$ cat config.mk
export PLATFORM = sky130hd
export DESIGN_NAME = ps2_mouse_packet_tracker
export DESIGN_NICKNAME = d
export VERILOG_FILES = /design/src/hw/rtl/ps2mt_pkg.sv /design/src/hw/rtl/ps2_mouse_packet_tracker.sv
export SDC_FILE = /design/constraint.sdc
export NUM_CORES = 1
export LEC_CHECK = 0
export ABC_CLOCK_PERIOD_IN_PS = 5100
export BUFFER_PORTS_ARGS = -buffer_cell sky130_fd_sc_hd__buf_2
export CAP_MARGIN = 10
export CORE_MARGIN = 2
export CORE_UTILIZATION = 50
export DETAILED_ROUTE_END_ITERATION = 16
export MAX_ROUTING_LAYER = met4
export PLACE_DENSITY = 0.71
export SLEW_MARGIN = 15
export SYNTH_ARGS = -nofsm -noshare
export SYNTH_HDL_FRONTEND = slang
export SYNTH_SLANG_ARGS = --single-unit
$ cat constraint.sdc
create_clock -name clk -period 5.1 [get_ports clk]
set_clock_uncertainty 0.2 [all_clocks]
set_input_delay 0.255 -clock clk [delete_from_list [all_inputs] [get_ports clk]]
set_output_delay 0.255 -clock clk [all_outputs]
set_load 0.01 [all_outputs]
$ cat src/hw/rtl/ps2mt_pkg.sv
// Package for the PS/2 mouse packet tracker: types, codes and constants.
package ps2mt_pkg;

  localparam int unsigned PosW   = 12;
  localparam int unsigned SizeW  = 13;
  localparam int unsigned ByteW  = 8;
  localparam int unsigned BtnW   = 3;
  localparam int unsigned CfgDw  = 32;
  localparam int unsigned CfgAw  = 3;

  localparam logic [SizeW-1:0] WidthRst  = 13'd800;
  localparam logic [SizeW-1:0] HeightRst = 13'd600;
  localparam logic [PosW-1:0]  CurXRst   = 12'd400;
  localparam logic [PosW-1:0]  CurYRst   = 12'd300;
  localparam logic [PosW-1:0]  PosMax    = 12'd4095;

  // header byte bit positions
  localparam int unsigned HdrBtnLeft  = 0;
  localparam int unsigned HdrBtnRight = 1;
  localparam int unsigned HdrSync     = 3;
  localparam int unsigned HdrSignX    = 4;
  localparam int unsigned HdrSignY    = 5;
  localparam int unsigned HdrOvfX     = 6;
  localparam int unsigned HdrOvfY     = 7;

  typedef enum logic [1:0] {
    PH_HEADER = 2'd0,
    PH_DX     = 2'd1,
    PH_DY     = 2'd2
  } phase_t;

  typedef enum logic [1:0] {
    ST_ABSORB  = 2'd0,
    ST_APPLY   = 2'd1,
    ST_DROP    = 2'd2,
    ST_REJECT  = 2'd3
  } status_t;

  typedef enum logic [0:0] {
    REG_WIDTH  = 1'b0,
    REG_HEIGHT = 1'b1
  } reg_idx_t;

  // clamp limit: zero behaves like one, saturate at PosMax
  function automatic logic [PosW-1:0] clamp_limit(input logic [SizeW-1:0] size);
    logic [PosW-1:0] lim;
    if (size == '0) begin
      lim = '0;
    end else if (size[SizeW-1]) begin
      lim = PosMax;
    end else begin
      lim = size[PosW-1:0] - PosW'(1);
    end
    return lim;
  endfunction

  // clamp a signed 14-bit position into [0, lim]
  function automatic logic [PosW-1:0] clamp_pos(input logic signed [PosW+1:0] v,
                                                input logic [PosW-1:0] lim);
    logic [PosW-1:0] r;
    if (v < 0) begin
      r = '0;
    end else if (v > $signed({2'b00, lim})) begin
      r = lim;
    end else begin
      r = v[PosW-1:0];
    end
    return r;
  endfunction

endpackage

$ cat src/hw/rtl/ps2_mouse_packet_tracker.sv
// PS/2 mouse packet tracker: byte stream in, cursor and button state out.
//
//  channel  dir  handshake             payload
//  in_      in   in_tvalid/in_tready   in_tdata[7:0] rx_byte
//  out_     out  out_tvalid/out_tready out_tuser status, out_tdata position and buttons
//  cfg_     in   APB psel/penable      reg 0 screen_width, reg 4 screen_height
//
// One item per cycle unless out_tready stalls; each accepted byte yields one result item in the next cycle.
// Decode, add and clamp run in the accept cycle into the output register.
// in_tready stays high while the output register is empty or being drained.
// Reset (rst_n low, synchronous) restores cursor 400,300 and screen 800x600.
module ps2_mouse_packet_tracker (
  input  logic        clk,
  input  logic        rst_n,
  input  logic        in_tvalid,
  output logic        in_tready,
  input  logic [7:0]  in_tdata,   // [7:0] rx_byte
  output logic        out_tvalid,
  input  logic        out_tready,
  output logic [31:0] out_tdata,  // [11:0] pos_x, [23:12] pos_y, [26:24] button_bits,
                                  // [27] left_press, [28] right_press, [31:29] zero
  output logic [1:0]  out_tuser,  // [1:0] status
  input  logic        cfg_psel,
  input  logic        cfg_penable,
  input  logic        cfg_pwrite,
  input  logic [ps2mt_pkg::CfgAw-1:0] cfg_paddr,
  input  logic [ps2mt_pkg::CfgDw-1:0] cfg_pwdata,
  output logic [ps2mt_pkg::CfgDw-1:0] cfg_prdata,
  output logic        cfg_pready
);

  localparam int unsigned PosW  = ps2mt_pkg::PosW;
  localparam int unsigned SizeW = ps2mt_pkg::SizeW;
  localparam int unsigned BtnW  = ps2mt_pkg::BtnW;

  // configuration
  logic [SizeW-1:0] width_r, height_r;
  logic             cfg_wr;
  ps2mt_pkg::reg_idx_t cfg_idx;

  assign cfg_pready = 1'b1;
  assign cfg_wr     = cfg_psel & cfg_penable & cfg_pwrite & cfg_pready;
  assign cfg_idx    = ps2mt_pkg::reg_idx_t'(cfg_paddr[2]);

  always_ff @(posedge clk) begin
    if (!rst_n) begin
      width_r  <= ps2mt_pkg::WidthRst;
      height_r <= ps2mt_pkg::HeightRst;
    end else if (cfg_wr) begin
      case (cfg_idx)
        ps2mt_pkg::REG_WIDTH:  width_r  <= cfg_pwdata[SizeW-1:0];
        ps2mt_pkg::REG_HEIGHT: height_r <= cfg_pwdata[SizeW-1:0];
        default: ;
      endcase
    end
  end

  always_comb begin
    case (cfg_idx)
      ps2mt_pkg::REG_WIDTH:  cfg_prdata = {{(ps2mt_pkg::CfgDw-SizeW){1'b0}}, width_r};
      ps2mt_pkg::REG_HEIGHT: cfg_prdata = {{(ps2mt_pkg::CfgDw-SizeW){1'b0}}, height_r};
      default:               cfg_prdata = '0;
    endcase
  end

  // tracker state
  ps2mt_pkg::phase_t phase_r, phase_nxt;
  logic [7:0]        hdr_r, hdr_nxt;
  logic [7:0]        dx_r, dx_nxt;
  logic [PosW-1:0]   cur_x_r, cur_x_nxt, cur_y_r, cur_y_nxt;
  logic [BtnW-1:0]   btn_r, btn_nxt;
  logic              ledge_r, ledge_nxt, redge_r, redge_nxt;
  ps2mt_pkg::status_t status_nxt;

  // output register
  logic               out_valid_r;
  ps2mt_pkg::status_t out_status_r;
  logic [PosW-1:0]    out_x_r, out_y_r;
  logic [BtnW-1:0]    out_btn_r;
  logic               out_lp_r, out_rp_r;

  logic in_acc;
  assign in_tready = ~out_valid_r | out_tready;
  assign in_acc    = in_tvalid & in_tready;

  logic signed [PosW+1:0] dx_s, dy_s, sum_x, sum_y;

  always_comb begin
    phase_nxt  = phase_r;
    hdr_nxt    = hdr_r;
    dx_nxt     = dx_r;
    cur_x_nxt  = cur_x_r;
    cur_y_nxt  = cur_y_r;
    btn_nxt    = btn_r;
    ledge_nxt  = ledge_r;
    redge_nxt  = redge_r;
    status_nxt = ps2mt_pkg::ST_ABSORB;

    // 9-bit signed deltas, sign-extended to the sum width
    dx_s  = $signed({{(PosW-6){hdr_r[ps2mt_pkg::HdrSignX]}}, dx_r});
    dy_s  = $signed({{(PosW-6){hdr_r[ps2mt_pkg::HdrSignY]}}, in_tdata});
    sum_x = $signed({2'b00, cur_x_r}) + dx_s;
    sum_y = $signed({2'b00, cur_y_r}) - dy_s;

    case (phase_r)
      ps2mt_pkg::PH_DX: begin
        dx_nxt    = in_tdata;
        phase_nxt = ps2mt_pkg::PH_DY;
      end
      ps2mt_pkg::PH_DY: begin
        phase_nxt = ps2mt_pkg::PH_HEADER;
        if (hdr_r[ps2mt_pkg::HdrOvfX] | hdr_r[ps2mt_pkg::HdrOvfY]) begin
          status_nxt = ps2mt_pkg::ST_DROP;
        end else begin
          cur_x_nxt  = ps2mt_pkg::clamp_pos(sum_x, ps2mt_pkg::clamp_limit(width_r));
          cur_y_nxt  = ps2mt_pkg::clamp_pos(sum_y, ps2mt_pkg::clamp_limit(height_r));
          btn_nxt    = hdr_r[BtnW-1:0];
          ledge_nxt  = hdr_r[ps2mt_pkg::HdrBtnLeft] & ~btn_r[ps2mt_pkg::HdrBtnLeft];
          redge_nxt  = hdr_r[ps2mt_pkg::HdrBtnRight] & ~btn_r[ps2mt_pkg::HdrBtnRight];
          status_nxt = ps2mt_pkg::ST_APPLY;
        end
      end
      default: begin
        // header phase; the unused phase code lands here too
        if (in_tdata[ps2mt_pkg::HdrSync]) begin
          hdr_nxt   = in_tdata;
          phase_nxt = ps2mt_pkg::PH_DX;
        end else begin
          phase_nxt  = ps2mt_pkg::PH_HEADER;
          status_nxt = ps2mt_pkg::ST_REJECT;
        end
      end
    endcase
  end

  always_ff @(posedge clk) begin
    if (!rst_n) begin
      phase_r <= ps2mt_pkg::PH_HEADER;
      hdr_r   <= '0;
      dx_r    <= '0;
      cur_x_r <= ps2mt_pkg::CurXRst;
      cur_y_r <= ps2mt_pkg::CurYRst;
      btn_r   <= '0;
      ledge_r <= 1'b0;
      redge_r <= 1'b0;
    end else if (in_acc) begin
      phase_r <= phase_nxt;
      hdr_r   <= hdr_nxt;
      dx_r    <= dx_nxt;
      cur_x_r <= cur_x_nxt;
      cur_y_r <= cur_y_nxt;
      btn_r   <= btn_nxt;
      ledge_r <= ledge_nxt;
      redge_r <= redge_nxt;
    end
  end

  always_ff @(posedge clk) begin
    if (!rst_n) begin
      out_valid_r <= 1'b0;
    end else if (in_acc) begin
      out_valid_r <= 1'b1;
    end else if (out_tready) begin
      out_valid_r <= 1'b0;
    end
  end

  always_ff @(posedge clk) begin
    if (in_acc) begin
      out_status_r <= status_nxt;
      out_x_r      <= cur_x_nxt;
      out_y_r      <= cur_y_nxt;
      out_btn_r    <= btn_nxt;
      out_lp_r     <= ledge_nxt;
      out_rp_r     <= redge_nxt;
    end
  end

  assign out_tvalid = out_valid_r;
  assign out_tuser  = out_status_r;
  assign out_tdata  = {3'b000, out_rp_r, out_lp_r, out_btn_r, out_y_r, out_x_r};

  // checks
  a_reject_keeps_sync: assert property (@(posedge clk) disable iff (!rst_n)
    (in_acc && status_nxt == ps2mt_pkg::ST_REJECT) |=> phase_r == ps2mt_pkg::PH_HEADER)
    else $error("rejected header left header phase");

  a_drop_holds_pos: assert property (@(posedge clk) disable iff (!rst_n)
    (in_acc && status_nxt == ps2mt_pkg::ST_DROP) |=>
      (cur_x_r == $past(cur_x_r) && cur_y_r == $past(cur_y_r) && btn_r == $past(btn_r)))
    else $error("dropped packet changed cursor or buttons");

  a_dx_then_dy: assert property (@(posedge clk) disable iff (!rst_n)
    (in_acc && phase_r == ps2mt_pkg::PH_DX) |=> phase_r == ps2mt_pkg::PH_DY)
    else $error("phase did not advance after X delta");

  a_edge_needs_button: assert property (@(posedge clk) disable iff (!rst_n)
    (!ledge_r || btn_r[ps2mt_pkg::HdrBtnLeft]) && (!redge_r || btn_r[ps2mt_pkg::HdrBtnRight]))
    else $error("press flag set without button held");

  a_stall_only_when_full: assert property (@(posedge clk) disable iff (!rst_n)
    !in_tready |-> out_valid_r)
    else $error("input stalled with empty output register");

endmodule

# Yosys cells after proc, flatten, opt, wreduce, memory -nomap -nowiden
# Index checks and enable logic that the tools add are counted.
[totals] reg_bits=105 inputBits=50 word_cells=77
[classes] add_sub_neg=4 order_cmp=4 n_eq_ne=2 mux=30 bitwise=12 n_reduce_logical=8
[ops] op="12-bit two-way mux" n=16
[ops] op="32-bit case mux with 2 select lines" n=1
[ops] op="14-bit by 13-bit greater-than comparator with 1-bit output" n=2
[ops] op="14-bit by 1-bit < comparator with 1-bit output, second input constant" n=2
[ops] op="13-bit zero test" n=2
[ops] op="12-bit by 1-bit subtractor with 12-bit output, second input constant" n=2
[ops] op="13-bit by 9-bit adder with 14-bit output" n=1
[ops] op="13-bit by 9-bit subtractor with 14-bit output" n=1
[ops] op="2-bit case mux with 2 select lines" n=2
[ops] op="1-bit two-way mux" n=7
[ops] op="3-bit two-way mux" n=2
[ops] op="2-bit AND reduction" n=3
[ops] op="1-bit bitwise AND" n=5
[ops] op="1-bit NOT" n=5
[ops] op="2-bit two-way mux" n=2
[ops] op="3-bit AND reduction" n=1
[ops] op="2-bit by 1-bit == test with 1-bit output, second input constant" n=1
[ops] op="2-bit == test, second input constant" n=1
[ops] op="1-bit OR" n=2
[ops] op="2-bit nonzero test" n=1
[ops] op="2-bit OR reduction" n=1

# Logic depth before layout (Yosys ltp)
[logic_depth] depth_word=10 ltp_mapped=18 mapped_depth_nobuf=17

# Worst setup path after synthesis
# OpenSTA, ideal clock, no wires.
[synth_timing] kind="register to register" startpoint="register cur_y_r[0]" endpoint="register out_y_r[0] (data pin)" setup_time_ns=0.273 arrival_time_ns=3.830 slack_ns=0.796 stages_incl_launch_ff=19 path_buffers=1 path_cell_list="dfxtp_1 -> inv_1 -> ha_1 -> inv_1 -> fa_1 -> a211oi_1 -> o21bai_1 -> a311o_1 -> a2111o_1 -> nand3_1 -> ha_1 -> and4_1 -> nand4_1 -> and3_1 -> o21ai_1 -> a311oi_1 -> or2_1 -> buf_4 -> o221ai_1"
[synth_via] elab_chain_cells=6
[synth_lines] element="start, declared" line_no="ps2_mouse_packet_tracker.sv:70" rtl="logic [PosW-1:0] cur_x_r, cur_x_nxt, cur_y_r, cur_y_nxt;"
[synth_lines] element="start signal, assigned" line_no="ps2_mouse_packet_tracker.sv:142" rtl="cur_y_r <= ps2mt_pkg::CurYRst;"
[synth_lines] element="start signal, assigned" line_no="ps2_mouse_packet_tracker.sv:151" rtl="cur_y_r <= cur_y_nxt;"
[synth_lines] element="13-bit by 9-bit subtractor with 14-bit output" line_no="ps2_mouse_packet_tracker.sv:103" rtl="sum_y = $signed({2'b00, cur_y_r}) - dy_s;"
[synth_lines] element="14-bit by 13-bit greater-than comparator with 1-bit output" line_no="ps2mt_pkg.sv:63" rtl="end else if (v > $signed({2'b00, lim})) begin"
[synth_lines] element="12-bit two-way mux" line_no="ps2mt_pkg.sv:63"
[synth_lines] element="12-bit two-way mux" line_no="ps2mt_pkg.sv:61" rtl="if (v < 0) begin"
[synth_lines] element="12-bit two-way mux" line_no="ps2_mouse_packet_tracker.sv:112" rtl="if (hdr_r[ps2mt_pkg::HdrOvfX] | hdr_r[ps2mt_pkg::HdrOvfY]) begin"
[synth_lines] element="12-bit two-way mux (*)" line_no="ps2_mouse_packet_tracker.sv:105" rtl="case (phase_r)"
[synth_lines] element="via cur_y_nxt[0]" line_no="ps2_mouse_packet_tracker.sv:70"
[synth_lines] element="end signal, assigned" line_no="ps2_mouse_packet_tracker.sv:172" rtl="out_y_r <= cur_y_nxt;"
[synth_lines] element="end, declared" line_no="ps2_mouse_packet_tracker.sv:78" rtl="logic [PosW-1:0] out_x_r, out_y_r;"
# The timed path passes the listed nets; every way through them passes the cells marked *.
# A chain may end at the register's enable or synchronous reset.

# Worst setup path after layout
[layout_timing] startpoint="input in_tdata[1]" endpoint="register out_y_r[4] (data pin)"
[layout_via] elab_chain_cells=6
[layout_lines] element="start, declared" line_no="ps2_mouse_packet_tracker.sv:17" rtl="input logic [7:0] in_tdata,"
[layout_lines] element="13-bit by 9-bit subtractor with 14-bit output (*)" line_no="ps2_mouse_packet_tracker.sv:103"
[layout_lines] element="14-bit by 13-bit greater-than comparator with 1-bit output" line_no="ps2mt_pkg.sv:63"
[layout_lines] element="12-bit two-way mux" line_no="ps2mt_pkg.sv:63"
[layout_lines] element="12-bit two-way mux (*)" line_no="ps2mt_pkg.sv:61"
[layout_lines] element="12-bit two-way mux (*)" line_no="ps2_mouse_packet_tracker.sv:112"
[layout_lines] element="12-bit two-way mux (*)" line_no="ps2_mouse_packet_tracker.sv:105"
[layout_lines] element="via cur_y_nxt[4]" line_no="ps2_mouse_packet_tracker.sv:70"
# Marks and branches as above.

==> metrics.cfg <==
[placed_design]
place_inst=1110
dp_hpwl_mm=13.39
io_buffers=74
place.gp.congestion=0.9115

[cts]
max-clock-path-buffers=2
tritoncts=built
htree_levels=3
cts_buffers=9
worstSkewPairLatency_ps=360
cts.sinks=104
clk_pin_slew_ps=70
clockRootBuffer=clkbuf_16

[logic_synthesis]
ys_seq_area_share_pct=32.67
synth-seq-cells=104
netlist_instances=889
yosysWarnings=0
synth_area_leaders=dfxtp_1 (20%), edfxtp_1 (13%), ha_1 (9.6%)
synth_edf_count=31
synth_top_area_share_pct=19.96
synth_area_per_cell_um2=8.238
yosysTopAreaCell=dfxtp_1
syn_area_mm2=0.007323
yosysMostFrequentCell=nand2_1
synthTopCellsByCount=nand2_1 (161), dfxtp_1 (73), ha_1 (56), inv_1 (54), nand3_1 (48)
synthFlopType=dfxtp_1
ys_types=59
async_flop_share_pct=0

[floorplan]
fp.dieW_um=125.0
initial_core_util_pct=50.77
pin_count=119
die-area_mm2=0.01563
die_y_um=125.0
placement_rows=44
core-area_mm2=0.01442

[route]
postRouteAntennaNets=0
drt-vias-per-instance=5.698
first_pass_iters=5
drc_errors=0
vias=6519
wl_per_cell_um=16.02
wl_mm=18.33
drt_iter0_markers=440

[grt]
grt_max_degree=58
met3_usage_pct=5.135
antenna_found_initial=0
use_met2_pct=36.57
grt_pass1_vias=6039
grt_first_pass_wirelength_mm=30.75
grt.total_usage_pct=24.77
gr-usage-met1_pct=34.99
grt_overflow=0
gr-max-usage-layer=met2

[pwr]
power_frac_clock_pct=34.7
p_per_area_mw_per_mm2=252.0
p_seq_share_pct=43.1
comb_power_share_pct=22.2
sw_frac_of_total_pct=30.77
ir_drop_v=0.0002539
internal_power_mw=1.435
total_leakage_power_nw=3.402
switchingPower_uw=637.7

[setup_path]
crit_type=in -> reg
worstSetupStartpoint=in_tdata[1]
ff2ff_path_depth=17
crit_path_max_fanout=23
crit_arrival_ps=4710
cp.required_ps=4980
endpoint_kind=register
critPathLaunchType=primary input
worstReg2RegStart=cur_y_r[0]

[run_status]
status=complete, no violations

[layout]
layout.cells.non_filler=1144
multi_input_area_mm2=0.004441
layout-drive-gt1-share_pct=12.50
nNetsFinal=1063
area_delta_synth_final_pct=12.28
regArea_mm2=0.002392
diodes=0
fillers=1308

[worst_hold_path]
holdPathStages=3
worstHoldPathType=in -> reg
hp-start=in_tdata[0]

[sta]
min_period_ps=4830
finalSetupViolCount=0
max-slew-margin-rel_pct=38.51
setup_tns_ps=0
timing.final.crit_share_pct=94.70
grt_setup_unrepaired=no
worst_pin_slew_ps=919.0
slew_violations=0
finalHoldViolCount=0
fin_hold_ws_ps=14.03
fmax_mhz=207.1

[flow_run]
drv_cap=0

==> final cells by class <==
class | count | share of cell area, %
multi-input cells | 679 | 54.00
flip-flops and latches | 104 | 29.09
repair buffers | 106 | 7.973
clock buffers | 11 | 2.830
well taps | 184 | 2.800
inverters | 55 | 2.511
clock inverters | 5 | 0.7912
==> repair_timing <==
item / CTS / global route
setup buffers: 0 / 0
hold buffers: 18 / 0
endpoints found under the hold margin: 31 / 0
setup endpoints to repair: 0 / 4
resized for setup: 0 / 2
==> through the flow <==
stage	area [µm²]	util (%)	setup WS (ps)	power (mW)
floorplan	7402	-	796.5	1.243
global placement	7739	53.65	292.3	1.346
detailed placement	7739	53.65	279.1	1.347
CTS	8217	56.97	183.7	2.073
global route	8223	57.01	90.89	2.166
finish	8223	57.01	270.3	2.072
==> registers in the layout (all words and copies together), names as in the netlist <==
signal      flops
out_lp_r        1
out_rp_r        1
phase_r         2
hdr_r           7
out_tvalid      1
out_x_r        12
cur_y_r        12
cur_x_r        12
height_r       13
out_btn_r       3
out_tuser       2
ledge_r         1
redge_r         1
dx_r            8
btn_r           3
width_r        13
out_y_r        12
==> final timing paths <==
path	end	slack, ps
worst min-delay path	dx_r[0]	10
worst min register to register	ledge_r	280
worst max register to register	out_y_r[4]	380
worst max-delay path	out_y_r[4]	270
==> cells by family after synthesis <==
group	after synthesis	synth area share [%]
AND/OR/NAND/NOR	318	19.80
AO/OA/AOI/OAI	219	21.39
buffers and inverters	127	8.047
flip-flops	104	32.67
adder cells (fa/ha/maj)	58	10.11
XOR/XNOR	38	4.545
multiplexers	23	3.332
other	2	0.1025
==> critical path: stages <==
cell and delay (ps):
dlygate4sd3_1 510, buf_2 130, inv_1 90, fa_1 480
a211oi_1 400, o21bai_1 180, a311o_1 390, a21oi_1 180
xnor2_1 200, ha_1 290, and4_1 240, a221o_1 330
o21ai_2 210, a311oi_2 140, buf_4 250, o2111ai_1 230
o211ai_1 170
==> power by group through the flow <==
stage	registers [mW]	clock network [mW]	logic, mW
global placement	0.911	0	0.435
floorplan	0.914	0	0.329
CTS	0.893	0.732	0.448
global route	0.896	0.763	0.507
detailed placement	0.912	0	0.435
finish	0.893	0.719	0.460
==> routing by layer <==
metal	up-vias	part of all wire (%)
li1	3255	-
met1	2989	48
met2	255	44
met3	20	7.1
met4	0	1.2
met5	-	0
==> placed cells by master (no fill, tap or decap), types with 10 or more instances in the layout <==
cell type and count:
nand2_1 161, buf_2 74, dfxtp_1 73, ha_1 56, inv_1 54, nand3_1 48, a21boi_0 41, nor2_1 32
o211ai_1 32, o21ai_0 31, edfxtp_1 31, a21oi_1 23, conb_1 23, xnor2_1 22, dlygate4sd3_1 18, o2111ai_1 17
xor2_1 15, o31ai_1 15, buf_4 14, o21a_1 13, nor3_1 12, a21o_1 12, mux2i_1 12, mux2_2 11
nor4_1 10, nor2b_1 10
(Power assumes the default switching activity.)
